## config.mk

```make
export PLATFORM = sky130hd
export DESIGN_NAME = sm4_block_cipher_cbc
export DESIGN_NICKNAME = d
export VERILOG_FILES = /design/src/sm4_pkg.sv /design/src/sm4_block_cipher_cbc.sv /design/src/sm4_ctrl.sv /design/src/sm4_dp.sv
export VERILOG_INCLUDE_DIRS = /design/src /design/src/src
export SDC_FILE = /design/constraint.sdc
export NUM_CORES = 2
export LEC_CHECK = 0
export ABC_AREA = 1
export BUFFER_PORTS_ARGS = -buffer_cell sky130_fd_sc_hd__buf_2
export CORE_ASPECT_RATIO = 0.9
export CORE_MARGIN = 1
export CORE_UTILIZATION = 42
export DETAILED_ROUTE_END_ITERATION = 12
export REMOVE_ABC_BUFFERS = 1
export SYNTH_ARGS = -nofsm -noshare
export SYNTH_HDL_FRONTEND = slang
export SYNTH_SLANG_ARGS = --single-unit
export TNS_END_PERCENT = 5
```

## constraint.sdc

```tcl
create_clock -name aclk -period 31 [get_ports aclk]
set_input_delay 4.65 -clock aclk [delete_from_list [all_inputs] [get_ports aclk]]
set_output_delay 4.65 -clock aclk [all_outputs]
set_load 0.02 [all_outputs]
```

## src/sm4_block_cipher_cbc_assert.svh

```systemverilog
// Assertion macros for the SM4 cipher block.
// Used by the top level; no other dependencies.
`ifndef SM4_BLOCK_CIPHER_CBC_ASSERT_SVH
`define SM4_BLOCK_CIPHER_CBC_ASSERT_SVH

// Same-cycle implication, checked out of reset
`define SM4_ASSERT_SAME(lbl, clk, rstn, ante, cons) \
    lbl: assert property (@(posedge clk) disable iff (!(rstn)) (ante) |-> (cons)) \
        else $error("sm4 check failed");

// Next-cycle implication, checked out of reset
`define SM4_ASSERT_NEXT(lbl, clk, rstn, ante, cons) \
    lbl: assert property (@(posedge clk) disable iff (!(rstn)) (ante) |=> (cons)) \
        else $error("sm4 check failed");

`endif

```

## src/sm4_pkg.sv

```systemverilog
// Shared types, constants and functions of the SM4 cipher block.
// No dependencies.
package sm4_pkg;

    // Configuration register indexes
    localparam int CFG_IDX_W = 3;
    localparam logic [CFG_IDX_W-1:0] CFG_KEY_HIGH = 3'd0;
    localparam logic [CFG_IDX_W-1:0] CFG_KEY_LOW  = 3'd1;
    localparam logic [CFG_IDX_W-1:0] CFG_IV_HIGH  = 3'd2;
    localparam logic [CFG_IDX_W-1:0] CFG_IV_LOW   = 3'd3;
    localparam logic [CFG_IDX_W-1:0] CFG_CHAINING = 3'd4;

    localparam int NUM_ROUNDS = 32;
    localparam int ROUND_W    = $clog2(NUM_ROUNDS);

    // Request payloads
    typedef struct packed {
        logic        mode;
        logic        first;
        logic [63:0] block_high;
        logic [63:0] block_low;
    } sm4_in_t;

    typedef struct packed {
        logic [63:0] result_high;
        logic [63:0] result_low;
    } sm4_out_t;

    // Controller states
    typedef enum logic [2:0] {
        ST_IDLE,
        ST_KEY_RUN,
        ST_TEXT_LOAD,
        ST_TEXT_RUN,
        ST_FINISH
    } sm4_state_t;

    // Controller to datapath commands
    typedef struct packed {
        logic               load_in;
        logic               key_init;
        logic               key_step;
        logic               text_init;
        logic               text_step;
        logic               out_load;
        logic [ROUND_W-1:0] round;
    } sm4_cmd_t;

    // Controller status
    typedef struct packed {
        logic keys_ready;
        logic busy;
    } sm4_status_t;

    localparam logic [31:0] FK0 = 32'hA3B1BAC6;
    localparam logic [31:0] FK1 = 32'h56AA3350;
    localparam logic [31:0] FK2 = 32'h677D9197;
    localparam logic [31:0] FK3 = 32'hB27022DC;
    localparam logic [127:0] FK = {FK0, FK1, FK2, FK3};

    localparam logic [7:0] SBOX [256] = '{
        8'hD6,8'h90,8'hE9,8'hFE,8'hCC,8'hE1,8'h3D,8'hB7,8'h16,8'hB6,8'h14,8'hC2,8'h28,8'hFB,8'h2C,8'h05,
        8'h2B,8'h67,8'h9A,8'h76,8'h2A,8'hBE,8'h04,8'hC3,8'hAA,8'h44,8'h13,8'h26,8'h49,8'h86,8'h06,8'h99,
        8'h9C,8'h42,8'h50,8'hF4,8'h91,8'hEF,8'h98,8'h7A,8'h33,8'h54,8'h0B,8'h43,8'hED,8'hCF,8'hAC,8'h62,
        8'hE4,8'hB3,8'h1C,8'hA9,8'hC9,8'h08,8'hE8,8'h95,8'h80,8'hDF,8'h94,8'hFA,8'h75,8'h8F,8'h3F,8'hA6,
        8'h47,8'h07,8'hA7,8'hFC,8'hF3,8'h73,8'h17,8'hBA,8'h83,8'h59,8'h3C,8'h19,8'hE6,8'h85,8'h4F,8'hA8,
        8'h68,8'h6B,8'h81,8'hB2,8'h71,8'h64,8'hDA,8'h8B,8'hF8,8'hEB,8'h0F,8'h4B,8'h70,8'h56,8'h9D,8'h35,
        8'h1E,8'h24,8'h0E,8'h5E,8'h63,8'h58,8'hD1,8'hA2,8'h25,8'h22,8'h7C,8'h3B,8'h01,8'h21,8'h78,8'h87,
        8'hD4,8'h00,8'h46,8'h57,8'h9F,8'hD3,8'h27,8'h52,8'h4C,8'h36,8'h02,8'hE7,8'hA0,8'hC4,8'hC8,8'h9E,
        8'hEA,8'hBF,8'h8A,8'hD2,8'h40,8'hC7,8'h38,8'hB5,8'hA3,8'hF7,8'hF2,8'hCE,8'hF9,8'h61,8'h15,8'hA1,
        8'hE0,8'hAE,8'h5D,8'hA4,8'h9B,8'h34,8'h1A,8'h55,8'hAD,8'h93,8'h32,8'h30,8'hF5,8'h8C,8'hB1,8'hE3,
        8'h1D,8'hF6,8'hE2,8'h2E,8'h82,8'h66,8'hCA,8'h60,8'hC0,8'h29,8'h23,8'hAB,8'h0D,8'h53,8'h4E,8'h6F,
        8'hD5,8'hDB,8'h37,8'h45,8'hDE,8'hFD,8'h8E,8'h2F,8'h03,8'hFF,8'h6A,8'h72,8'h6D,8'h6C,8'h5B,8'h51,
        8'h8D,8'h1B,8'hAF,8'h92,8'hBB,8'hDD,8'hBC,8'h7F,8'h11,8'hD9,8'h5C,8'h41,8'h1F,8'h10,8'h5A,8'hD8,
        8'h0A,8'hC1,8'h31,8'h88,8'hA5,8'hCD,8'h7B,8'hBD,8'h2D,8'h74,8'hD0,8'h12,8'hB8,8'hE5,8'hB4,8'hB0,
        8'h89,8'h69,8'h97,8'h4A,8'h0C,8'h96,8'h77,8'h7E,8'h65,8'hB9,8'hF1,8'h09,8'hC5,8'h6E,8'hC6,8'h84,
        8'h18,8'hF0,8'h7D,8'hEC,8'h3A,8'hDC,8'h4D,8'h20,8'h79,8'hEE,8'h5F,8'h3E,8'hD7,8'hCB,8'h39,8'h48
    };

    // Byte-wise S-box substitution
    function automatic logic [31:0] tau(input logic [31:0] x);
        logic [31:0] y;
        for (int b = 0; b < 4; b++) begin
            y[8*b +: 8] = SBOX[x[8*b +: 8]];
        end
        return y;
    endfunction

    // CK word i: byte j is (4*i + j) * 7 mod 256
    function automatic logic [31:0] ck_word(input logic [ROUND_W-1:0] i);
        logic [31:0] w;
        logic [7:0]  n;
        for (int j = 0; j < 4; j++) begin
            n = {1'b0, i, 2'(j)};
            w[8*(3-j) +: 8] = 8'(n * 8'd7);
        end
        return w;
    endfunction

    function automatic logic [31:0] rotl(input logic [31:0] x, input int n);
        return (x << n) | (x >> (32 - n));
    endfunction

endpackage

```

## src/sm4_block_cipher_cbc.sv

```systemverilog
// SM4 block cipher, ECB or CBC. Each request carries one 128-bit block and
// yields one 128-bit result. A block is accepted, then loaded, then runs
// 32 rounds on the single shared round unit, and then writes the result
// register before the next request can be taken. After a key write the next
// block first runs the 32-step key expansion on that same unit. A finished
// result waits in the output register; the next block is accepted meanwhile.
// If that earlier result is still waiting when the next block finishes, the
// block holds in its last cycle until the result is taken.
`include "sm4_block_cipher_cbc_assert.svh"

module sm4_block_cipher_cbc (
    input  logic                               aclk,
    input  logic                               aresetn,
    input  logic                               s_valid,
    output logic                               s_ready,
    input  sm4_pkg::sm4_in_t                   s_data,
    output logic                               m_valid,
    input  logic                               m_ready,
    output sm4_pkg::sm4_out_t                  m_data,
    input  logic                               cfg_wr_en,
    input  logic [sm4_pkg::CFG_IDX_W-1:0]      cfg_index,
    input  logic [63:0]                        cfg_wdata
);

    logic [63:0] key_high_reg, key_low_reg, iv_high_reg, iv_low_reg;
    logic        chaining_reg;
    logic        key_write;
    sm4_pkg::sm4_cmd_t    cmd;
    sm4_pkg::sm4_status_t status;

    assign key_write = cfg_wr_en
        && ((cfg_index == sm4_pkg::CFG_KEY_HIGH) || (cfg_index == sm4_pkg::CFG_KEY_LOW));

    // Configuration registers
    always_ff @(posedge aclk) begin
        if (!aresetn) begin
            key_high_reg <= '0;
            key_low_reg  <= '0;
            iv_high_reg  <= '0;
            iv_low_reg   <= '0;
            chaining_reg <= 1'b0;
        end else if (cfg_wr_en) begin
            unique case (cfg_index)
                sm4_pkg::CFG_KEY_HIGH: key_high_reg <= cfg_wdata;
                sm4_pkg::CFG_KEY_LOW:  key_low_reg  <= cfg_wdata;
                sm4_pkg::CFG_IV_HIGH:  iv_high_reg  <= cfg_wdata;
                sm4_pkg::CFG_IV_LOW:   iv_low_reg   <= cfg_wdata;
                sm4_pkg::CFG_CHAINING: chaining_reg <= cfg_wdata[0];
                default: ;
            endcase
        end
    end

    sm4_ctrl u_ctrl (
        .aclk      (aclk),
        .aresetn   (aresetn),
        .s_valid   (s_valid),
        .s_ready   (s_ready),
        .m_valid   (m_valid),
        .m_ready   (m_ready),
        .key_write (key_write),
        .cmd       (cmd),
        .status    (status)
    );

    sm4_dp u_dp (
        .aclk         (aclk),
        .aresetn      (aresetn),
        .cmd          (cmd),
        .s_data       (s_data),
        .cfg_key      ({key_high_reg, key_low_reg}),
        .cfg_iv       ({iv_high_reg, iv_low_reg}),
        .cfg_chaining (chaining_reg),
        .m_data       (m_data)
    );

    // Checks
    `SM4_ASSERT_NEXT(a_key_write_clears, aclk, aresetn, key_write, !status.keys_ready)
    `SM4_ASSERT_SAME(a_text_needs_keys, aclk, aresetn, cmd.text_init, status.keys_ready)
    `SM4_ASSERT_NEXT(a_one_at_a_time, aclk, aresetn, s_valid && s_ready, !s_ready)
    `SM4_ASSERT_NEXT(a_result_shown, aclk, aresetn, cmd.out_load, m_valid)
    `SM4_ASSERT_SAME(a_busy_blocks_input, aclk, aresetn, status.busy, !s_ready)

endmodule

```

## src/sm4_ctrl.sv

```systemverilog
// SM4 controller: sequences key expansion, the 32 cipher rounds and
// result hand-off. Depends on sm4_pkg.
module sm4_ctrl (
    input  logic                  aclk,
    input  logic                  aresetn,
    input  logic                  s_valid,
    output logic                  s_ready,
    output logic                  m_valid,
    input  logic                  m_ready,
    input  logic                  key_write,
    output sm4_pkg::sm4_cmd_t     cmd,
    output sm4_pkg::sm4_status_t  status
);

    sm4_pkg::sm4_state_t state_reg, state_next;
    logic [sm4_pkg::ROUND_W-1:0] cnt_reg, cnt_next;
    logic keys_ready_reg, keys_ready_next;
    logic out_valid_reg, out_valid_next;
    logic accept;
    logic last_round;
    logic out_free;

    assign accept     = s_valid && s_ready;
    assign last_round = (cnt_reg == sm4_pkg::ROUND_W'(sm4_pkg::NUM_ROUNDS - 1));
    assign out_free   = !out_valid_reg || m_ready;

    // Next state
    always_comb begin
        state_next = state_reg;
        unique case (state_reg)
            sm4_pkg::ST_IDLE: begin
                if (accept) begin
                    state_next = keys_ready_reg ? sm4_pkg::ST_TEXT_LOAD : sm4_pkg::ST_KEY_RUN;
                end
            end
            sm4_pkg::ST_KEY_RUN: begin
                if (last_round) state_next = sm4_pkg::ST_TEXT_LOAD;
            end
            sm4_pkg::ST_TEXT_LOAD: state_next = sm4_pkg::ST_TEXT_RUN;
            sm4_pkg::ST_TEXT_RUN: begin
                if (last_round) state_next = sm4_pkg::ST_FINISH;
            end
            sm4_pkg::ST_FINISH: begin
                if (out_free) state_next = sm4_pkg::ST_IDLE;
            end
            default: state_next = sm4_pkg::ST_IDLE;
        endcase
    end

    // Outputs and commands
    always_comb begin
        cmd       = '0;
        s_ready   = 1'b0;
        cmd.round = cnt_reg;
        unique case (state_reg)
            sm4_pkg::ST_IDLE: begin
                s_ready      = 1'b1;
                cmd.load_in  = accept;
                cmd.key_init = accept && !keys_ready_reg;
            end
            sm4_pkg::ST_KEY_RUN:   cmd.key_step  = 1'b1;
            sm4_pkg::ST_TEXT_LOAD: cmd.text_init = 1'b1;
            sm4_pkg::ST_TEXT_RUN:  cmd.text_step = 1'b1;
            sm4_pkg::ST_FINISH:    cmd.out_load  = out_free;
            default: ;
        endcase
    end

    // Round counter, key flag and output flag
    always_comb begin
        cnt_next = '0;
        if (cmd.key_step || cmd.text_step) begin
            cnt_next = cnt_reg + 1'b1;
        end

        keys_ready_next = keys_ready_reg;
        if (key_write) begin
            keys_ready_next = 1'b0;
        end else if (cmd.key_step && last_round) begin
            keys_ready_next = 1'b1;
        end

        out_valid_next = out_valid_reg;
        if (cmd.out_load) begin
            out_valid_next = 1'b1;
        end else if (m_ready) begin
            out_valid_next = 1'b0;
        end
    end

    always_ff @(posedge aclk) begin
        if (!aresetn) begin
            state_reg      <= sm4_pkg::ST_IDLE;
            cnt_reg        <= '0;
            keys_ready_reg <= 1'b0;
            out_valid_reg  <= 1'b0;
        end else begin
            state_reg      <= state_next;
            cnt_reg        <= cnt_next;
            keys_ready_reg <= keys_ready_next;
            out_valid_reg  <= out_valid_next;
        end
    end

    assign m_valid           = out_valid_reg;
    assign status.keys_ready = keys_ready_reg;
    assign status.busy       = (state_reg != sm4_pkg::ST_IDLE);

endmodule

```

## src/sm4_dp.sv

```systemverilog
// SM4 datapath: request latch, shared round unit, round key memory,
// CBC chain register and result register. Depends on sm4_pkg.
module sm4_dp (
    input  logic               aclk,
    input  logic               aresetn,
    input  sm4_pkg::sm4_cmd_t  cmd,
    input  sm4_pkg::sm4_in_t   s_data,
    input  logic [127:0]       cfg_key,
    input  logic [127:0]       cfg_iv,
    input  logic               cfg_chaining,
    output sm4_pkg::sm4_out_t  m_data
);

    sm4_pkg::sm4_in_t in_reg;
    logic [127:0] x_reg;
    logic [127:0] chain_reg;
    logic [31:0]  rk_reg;
    logic [31:0]  key_mem [sm4_pkg::NUM_ROUNDS];
    sm4_pkg::sm4_out_t out_reg;

    logic [31:0]  opnd, t_in, sub, lin, nx;
    logic [127:0] blk, cv, res, res_out;
    logic [sm4_pkg::ROUND_W-1:0] rd_idx, rd_addr;

    assign blk = {in_reg.block_high, in_reg.block_low};

    // Round function shared by key expansion and the cipher rounds
    always_comb begin
        opnd = cmd.key_step ? sm4_pkg::ck_word(cmd.round) : rk_reg;
        t_in = x_reg[95:64] ^ x_reg[63:32] ^ x_reg[31:0] ^ opnd;
        sub  = sm4_pkg::tau(t_in);
        if (cmd.key_step) begin
            lin = sub ^ sm4_pkg::rotl(sub, 13) ^ sm4_pkg::rotl(sub, 23);
        end else begin
            lin = sub ^ sm4_pkg::rotl(sub, 2) ^ sm4_pkg::rotl(sub, 10)
                ^ sm4_pkg::rotl(sub, 18) ^ sm4_pkg::rotl(sub, 24);
        end
        nx = x_reg[127:96] ^ lin;
    end

    // Chain value in effect for this block, and the final word swap
    always_comb begin
        cv      = (cfg_chaining && in_reg.first) ? cfg_iv : chain_reg;
        res     = {x_reg[31:0], x_reg[63:32], x_reg[95:64], x_reg[127:96]};
        res_out = (cfg_chaining && in_reg.mode) ? (res ^ chain_reg) : res;
    end

    // Key read address: one round ahead, reversed for decryption
    always_comb begin
        rd_idx  = cmd.text_init ? '0 : cmd.round + 1'b1;
        rd_addr = in_reg.mode ? ~rd_idx : rd_idx;
    end

    // Round key memory
    always_ff @(posedge aclk) begin
        if (cmd.key_step) begin
            key_mem[cmd.round] <= nx;
        end
        rk_reg <= key_mem[rd_addr];
    end

    // Working state and request latch
    always_ff @(posedge aclk) begin
        if (cmd.load_in) begin
            in_reg <= s_data;
        end
        if (cmd.key_init) begin
            x_reg <= cfg_key ^ sm4_pkg::FK;
        end else if (cmd.text_init) begin
            x_reg <= (cfg_chaining && !in_reg.mode) ? (blk ^ cv) : blk;
        end else if (cmd.key_step || cmd.text_step) begin
            x_reg <= {x_reg[95:0], nx};
        end
    end

    // Chain register, zero out of reset
    always_ff @(posedge aclk) begin
        if (!aresetn) begin
            chain_reg <= '0;
        end else if (cmd.text_init && cfg_chaining && in_reg.first) begin
            chain_reg <= cfg_iv;
        end else if (cmd.out_load && cfg_chaining) begin
            chain_reg <= in_reg.mode ? blk : res;
        end
    end

    // Result register
    always_ff @(posedge aclk) begin
        if (cmd.out_load) begin
            out_reg <= res_out;
        end
    end

    assign m_data = out_reg;

endmodule

```

==> flow_summary.ini <==
[worst_setup_path]
startpoint_type = register
critPathKind = reg2reg
timing.rr.end = u_dp.x_reg[22]$_DFFE_PP_
r2r_setup_slack_ns = 23.53
critical_path.startpoint = u_ctrl.state_reg[0]$_SDFFE_PN0P_
crit_top_cell = nand2_1
worstPathArrival_ns = 8.18
reg2reg_depth = 25
slowest_delay_ns = 0.96
path_max_fanout = 35
cp.required_ns = 31.71
end_kind = register
slowest_stage = nand2_1
r2r-start = u_ctrl.state_reg[0]$_SDFFE_PN0P_
endpoint = u_dp.x_reg[22]$_DFFE_PP_

[timing]
fin_crit_ns = 7.47
fmax_mhz = 134
worst_slew_pin_slew_ns = 1.36
setup_slack_ns = 23.53
setup_viol = 0
hold_viol = 0
slew_viol_final = 0
relSlewSlack = 0.0926
final.setup_skew_ns = 0.0508
min_period_over_period = 0.241
rsz0062_at_grt = no
finalSetupTns_ns = 0

[global_route]
antenna_found_initial = 16
track_usage = 0.311
overflow = 0
grt_pass1_vias = 76200
grt_max_degree = 174
grt_pass1_wl_um = 522000

[synth]
synth-simple-area-share = 0.221
synth_fa_ha_area_frac = 0.00872
avgSynthCellArea_um2 = 8.76
synth_top_family_by_area = simple AND/OR/NAND/NOR gates
synth.area.mux_share = 0
synth_compound_area_frac = 0.142
synth-xor-area-share = 0.0285
ys_seq_area_frac = 0.544
synth.distinct_cells = 53
synth_ff_type = edfxtp_1
netlist_area_mm2 = 0.0936
synth_edf_count = 1410
synth_warnings = 0
ys_ff_latch = 1837
synthArstFlopShare = 0
syn_inst = 10700

[final_layout]
syn2layout_area_growth_pct = 10.8
regArea_mm2 = 0.0509
fill_cells = 21100
final_cell_mix = nand2_1, edfxtp_1, nand3_1, o21ai_0, nor2_1
fin_cells = 13700
largest_reg_flops = 1024
layout_commonest_cell = nand2_1
multiInputGateArea_mm2 = 0.0379
regMostFlops = u_dp.key_mem
layout-drive-gt1-share = 0.0979
fin_nets = 10900

[min_path]
hold_class = reg2reg

[clocking]
postCtsHoldBufs = 0
cts-buffers-inserted = 191
cts_max_path_buffers = 3
post_cts_buffers = 0
root_buffer = clkbuf_16
cts_tree = built
htree_levels = 4
clk_pin_slew_ns = 0.06
cts_sinks = 1837
clk_latency_ns = 0.86
cts_resized = 0

[route]
vias = 82100
vias_per_cell = 5.98
remaining_drc_errors = 0
wl_um = 361000
first_iter_violations = 10600
antenna_left = 0
first_pass_iters = 6
wl_per_cell_um = 26.3

[die]
rows = 164
core_area_mm2 = 0.222
initial_core_util = 0.422
ioPinCount = 332
fp.dieH_um = 450
die_w_um = 500
dieArea_mm2 = 0.225

[placement]
post-place-ws_ns = 22.96
io_buffers = 331
dp_hpwl_um = 227000
dp_cells = 13400
gp_congestion = 1.01

[outcome]
status = finished clean

[run]
cap_violations = 0
## how the worst min path moves through the flow
stage | from | end | slack, ns | cells after the start
4_1_cts | key_low_reg[28]$_SDFFE_PN0P_ | key_low_reg[28]$_SDFFE_PN0P_ | 0.46 | 2
3_5_place_dp | key_low_reg[28]$_SDFFE_PN0P_ | key_low_reg[28]$_SDFFE_PN0P_ | 0.45 | 2
3_3_place_gp | key_low_reg[28]$_SDFFE_PN0P_ | key_low_reg[28]$_SDFFE_PN0P_ | 0.44 | 2
2_1_floorplan | key_low_reg[21]$_SDFFE_PN0P_ | key_low_reg[21]$_SDFFE_PN0P_ | 0.43 | 2
6_report | key_low_reg[29]$_SDFFE_PN0P_ | key_low_reg[29]$_SDFFE_PN0P_ | 0.46 | 2
5_1_grt | key_low_reg[29]$_SDFFE_PN0P_ | key_low_reg[29]$_SDFFE_PN0P_ | 0.48 | 2
## kinds of logic after synthesis
kind of cell,after synthesis
simple gates,4908
xor+xnor,301
buf+inv,1268
compound gates,2310
fa+ha+maj,61
flops,1837
## area by class of cell
class,instances,share of cell area
Sequential cell,1837,0.491
Multi-Input combinational cell,7580,0.365
Clock buffer,249,0.0499
Tap cell,2905,0.0350
Timing Repair Buffer,488,0.0278
Inverter,551,0.0202
Clock inverter,114,0.0107
Antenna cell,5,0.000121
## metrics by stage
stage	hold slack (ns)	area [um2]	util
6_report	0.456	104000	0.468
5_1_grt	0.484	104000	0.468
4_1_cts	0.458	104000	0.468
3_5_place_dp	0.448	97400	0.440
3_3_place_gp	0.441	97400	0.440
2_1_floorplan	0.429	90400	-
## worst max-delay path: cells and delay by family, from the launching register on
kind / cells / cell delay [ns]
simple gates: 22 / 5.68
buf+inv: 2 / 0.84
flops: 1 / 0.55
compound gates: 1 / 0.17
## layer usage
| metal | global-route usage | wire length, um | vias to the layer above |
|---|---|---|---|
| met3 | 0.0542 | 32800 | 656 |
| met2 | 0.471 | 159000 | 4244 |
| met4 | 0.112 | 13500 | 10 |
| met5 | 0 | 56 | - |
| met1 | 0.445 | 155000 | 40100 |
| li1 | - | - | 37100 |
## synth_stat cells, drive strengths merged, types with 5 or more instances
library cell  count  share of area
clkinv            6        0.00025
ha               54         0.0072
xor2            276          0.026
nand3          1268          0.069
a31oi           146         0.0098
inv             545          0.022
xnor2            25         0.0023
o211a            11         0.0012
a21oi           372          0.020
dfxtp           427          0.091
fa                7         0.0015
nand4            18         0.0013
a311oi           36         0.0034
o22ai            69         0.0046
buf             213          0.014
o211ai          210          0.017
nand2          2576           0.11
o21ai          1271          0.068
or2              14        0.00094
nor2           1021          0.041
o221ai          187          0.018
clkbuf          504          0.020
edfxtp         1410           0.45
nand3b            5        0.00040
Power is left out: the tool's default activity adds up to more than one toggle a clock period on the data nets, which glitch-free logic cannot reach.
